### src/rtl/per_device_report_filter_table_macros.svh
// assertion macros for the per-device report filter table
// used by the top level only, expects clk and rst_n in scope
`ifndef PER_DEVICE_REPORT_FILTER_TABLE_MACROS_SVH
`define PER_DEVICE_REPORT_FILTER_TABLE_MACROS_SVH

// same-cycle implication
`define PDRF_ASSERT_NOW(label, ante, cons, msg) \
    label: assert property (@(posedge clk) disable iff (!rst_n) (ante) |-> (cons)) \
        else $error(msg);

// next-cycle implication
`define PDRF_ASSERT_NEXT(label, ante, cons, msg) \
    label: assert property (@(posedge clk) disable iff (!rst_n) (ante) |=> (cons)) \
        else $error(msg);

`endif

### src/rtl/pdrf_pkg.sv
// shared types and constants for the per-device report filter table
// no dependencies
`default_nettype none

package pdrf_pkg;

    localparam int ADDR_W   = 48;
    localparam int WHOLE_W  = 7;
    localparam int TENTH_W  = 4;
    localparam int TEMP_W   = 1 + WHOLE_W + TENTH_W;
    localparam int HUM_W    = 7;
    localparam int TIME_W   = 32;
    localparam int IVL_W    = 16;
    localparam int STATUS_W = 2;
    localparam int INDEX_W  = 6;

    localparam logic [IVL_W-1:0] INTERVAL_RESET = 16'd300;

    typedef enum logic [STATUS_W-1:0] {
        STATUS_SUPPRESSED  = 2'd0,
        STATUS_FORWARDED   = 2'd1,
        STATUS_SEND_FAILED = 2'd2,
        STATUS_TABLE_FULL  = 2'd3
    } status_code_t;

    typedef enum logic [2:0] {
        S_IDLE   = 3'b001,
        S_SCAN   = 3'b010,
        S_DECIDE = 3'b100
    } state_t;

    typedef struct packed {
        logic [ADDR_W-1:0] address;
        logic              sent_once;
        logic [TEMP_W-1:0] temperature;
        logic [HUM_W-1:0]  humidity;
        logic [TIME_W-1:0] sent_at;
    } entry_t;

    typedef struct packed {
        logic load;
        logic scan;
        logic commit;
    } ctrl_cmd_t;

    typedef struct packed {
        logic hit;
        logic miss;
        logic out_free;
    } dp_status_t;

endpackage

`default_nettype wire

### src/rtl/pdrf_ctrl.sv
// controller state machine: accept, table scan, decision and result load
// depends on pdrf_pkg
`default_nettype none

module pdrf_ctrl (
    input  wire                    clk,
    input  wire                    rst_n,
    input  wire                    in_valid,
    output logic                   in_stall,
    input  pdrf_pkg::dp_status_t   stat,
    output pdrf_pkg::ctrl_cmd_t    cmd
);
    import pdrf_pkg::*;

    state_t state_reg;
    state_t state_next;

    always_comb
    begin
        state_next = state_reg;
        cmd        = '0;
        case (state_reg)
            S_IDLE:
            begin
                if (in_valid)
                begin
                    cmd.load   = 1'b1;
                    state_next = S_SCAN;
                end
            end
            S_SCAN:
            begin
                cmd.scan = 1'b1;
                if (stat.hit || stat.miss)
                begin
                    state_next = S_DECIDE;
                end
            end
            S_DECIDE:
            begin
                if (stat.out_free)
                begin
                    cmd.commit = 1'b1;
                    state_next = S_IDLE;
                end
            end
            default:
            begin
                state_next = S_IDLE;
            end
        endcase
    end

    always_ff @(posedge clk or negedge rst_n)
    begin
        if (!rst_n)
        begin
            state_reg <= S_IDLE;
        end
        else
        begin
            state_reg <= state_next;
        end
    end

    assign in_stall = (state_reg != S_IDLE);

endmodule

`default_nettype wire

### config.mk
export PLATFORM = sky130hd
export DESIGN_NAME = pdrf_ctrl
export DESIGN_NICKNAME = d
export VERILOG_FILES = /design/src/rtl/per_device_report_filter_table_macros.svh /design/src/rtl/pdrf_pkg.sv /design/src/rtl/pdrf_ctrl.sv
export SDC_FILE = /design/constraint.sdc
export NUM_CORES = 1
export LEC_CHECK = 0
export BUFFER_PORTS_ARGS = -buffer_cell sky130_fd_sc_hd__buf_4
export CORE_AREA = 2 2 39 41
export CTS_BUF_LIST = sky130_fd_sc_hd__clkbuf_16
export CTS_CLUSTER_SIZE = 14
export DETAILED_ROUTE_END_ITERATION = 16
export DIE_AREA = 0 0 41 43
export GPL_TIMING_DRIVEN = 1
export PLACE_DENSITY = 0.44
export SLEW_MARGIN = 20
export SYNTH_ARGS = -nofsm -noshare
export SYNTH_HDL_FRONTEND = slang
export SYNTH_SLANG_ARGS = --single-unit
### constraint.sdc
create_clock -name clk -period 1.8 [get_ports clk]
set_clock_uncertainty 0.2 [all_clocks]
set_input_delay 0.09 -clock clk [delete_from_list [all_inputs] [get_ports clk]]
set_output_delay 0.09 -clock clk [all_outputs]
set_load 0.02 [all_outputs]
==> results.txt <==
CP max stage delay: 0.57 ns
ANT cells: 0
Total track usage: 7.15%
Multi-input logic area: 97.6 sq um
Starting Density: 12.8%
Arr. time, crit path: 1.44 ns
Reg2Reg Depth: 3
Slowest-stage cell, CP: dfstp_2
# DRC: 0
Final hold vios: 0
Layout cell share with drive strength beyond 1: 41.7%
Post-cts gate resize count: 0
Seq. cell area: 76.3 sq um
Slew Limit Headroom: 81.7%
# nets final: 43
Synth Register Bits: 3
Async set or reset register ratio after synthesis: 100%
Crit-path cells: or3b_4 > nor2_4 > buf_4
Final Setup Violations: 0
Maximum capacitance violations: 0
PwrDens: 1830 nW/um^2
Cell Rows: 14
Sum Neg Setup Slack: 0 ns
Clock Tree Root: clkbuf_16
Cells after synthesis: 19
Initial antenna violation count: 0
Syn_area_per_cell: 9.35 sq um
CP Capture Type: output pin
Buf/Inv on CP: 1
Drt via density: 3.73
P_leak: 0.000172 uW
Core Util, Final: 27.8%
CP Depth: 3
Mapped Area: 178 sq um
Vias in the first global route: 194
Post-Route WL: 479 um
Cell taking the most area after synthesis: dfrtp_1
Clk pin slew, worst setup/hold paths: 0.03 ns
Sequential-to-total area share from yosys stat: 43.0%
Overflow after GRT: 0
Clock buffer depth: 2
Synth cell count leaders: 3 x nor3_1, 2 x dfrtp_1, 2 x nand2b_1, 2 x nand3b_1, 2 x nor2_1
Slew at the pin with the worst max-slew slack: 0.274 ns
CTS Sinks: 3
Gpl congestion: 0.676
Crit path max-delay family: flip-flops
Worst hold path type: primary input to flop
RSZ-0062 raised after global routing: no
Largest net degree at the start of global routing: 9
Detail Route Antenna Nets: 0
IO buf count: 9
# IOs: 10
Fin crit share: 96.2%
Top post-synthesis cells by area: dfrtp_1 28%, dfstp_2 15%, nor3_1 8.5%, nand3b_1 8.5%, nand2b_1 7.0%
Fmax: 577 MHz
Die Wd: 41 um
Core box area: 1380 sq um
Worst-Skew Late Latency: 0.22 ns
Layout fillers: 150
EDFF count, synth: 0
Global-route wire length before repair: 807 um
Max FFs per register: 3
Min Tclk post-route: 1.73 ns
VDD IR max: 0.000715 V
CTS tree: built
Nature of the critical path startpoint: flop
H-tree Lvls: 1
Status: finished, final reports clean
Dpl hpwl: 335 um
CTS buffer count: 3
Most frequent cell after synthesis: nor3_1
Die Height: 43 um
Req. time, crit path: 1.51 ns
Die ar.: 1760 sq um
Max-slew violation count: 0
DR vias: 194
CP max FO: 7
TritonRoute pass-1 iters: 2
Synth cell types: 13
Top cell type's share of synthesized area: 28.2%
WL per Instance: 9.21 um
Area Overhead vs Synth: 116%
Dominant synthesized flop cell: dfrtp_1
DRT iter0 DRCs: 10
Post-Syn Nets: 25
Hold Path Depth: 4
Yosys warns: 0
Kind of critical path: flop to output pin
metrics by stage:
step	instance area (sq um)	hold slack [ns]	std cells	worst slack (ns)	total power [uW]
2_1_floorplan	178	-0.406	19	0.270	264
3_3_place_gp	265	-0.321	44	0.318	336
3_5_place_dp	265	-0.320	44	0.298	342
4_1_cts	384	0.0758	52	0.0625	714
5_1_grt	384	0.129	52	0.0159	746
6_report	384	0.0728	52	0.0675	704
layout by cell type (no fill, tap or decap):
cell type,count
o22a_1,1
dfrtp_1,2
nor3_1,3
nand3b_1,2
nor3b_1,1
dlygate4sd3_1,4
inv_1,2
dfstp_2,1
clkbuf_16,3
buf_4,9
a21oi_1,1
nand2_1,1
nor2_1,2
or3b_4,1
nand2b_1,2
nor2_4,1
cell type report:
cell class | count | share of cell area, %
repair buffers | 13 | 28.0
clock buffers | 3 | 19.5
flip-flops and latches | 3 | 19.9
clock inverters | 1 | 0.977
well taps | 16 | 5.21
multi-input cells | 15 | 25.4
inverters | 1 | 0.977
worst register-to-register path, stage by stage, from the launching register on:
cell	delay (ns)
dfstp_2	0.57
nand3b_1	0.12
a21oi_1	0.07
dlygate4sd3_1	0.56
where the power goes:
group          total, uW  switching [uW]  leakage [uW]  internal, uW
sequential           140            39.9     0.0000371          99.7
clock                345            58.8     0.0000423           286
combinational        219             101     0.0000928           119
total                704             199      0.000172           505
what timing repair did:
item,in CTS,in global routing
setup buffers,0,0
hold buffers,4,0
setup endpoints to repair,0,0
hold endpoints to repair,5,0
per-layer routing:
| metal | vias to the layer above | global-route usage [%] | wire [um] |
|---|---|---|---|
| met5 | - | 0 | 0 |
| met4 | 0 | 6.00 | 0 |
| met3 | 0 | 3.14 | 59 |
| met2 | 10 | 8.44 | 187 |
| met1 | 84 | 9.42 | 231 |
| li1 | 100 | - | - |
cells by family after synthesis:
family / synth area share, %
AOI/OAI and AO/OA: 7.74
DFF: 43.0
and+or+nand+nor: 47.2
buffers and inverters: 2.11
final timing paths:
path / startpoint / end / slack [ns]
max: state_reg[0] / cmd[2] / 0.07
min: stat[2] / state_reg[2] / 0.07
max reg2reg: state_reg[0] / state_reg[1] / 0.17
min reg2reg: state_reg[0] / state_reg[2] / 0.34
max in group asynchronous: rst_n / state_reg[1] / 0.74
min in group asynchronous: rst_n / state_reg[0] / 0.14
(Power assumes the default switching activity.)
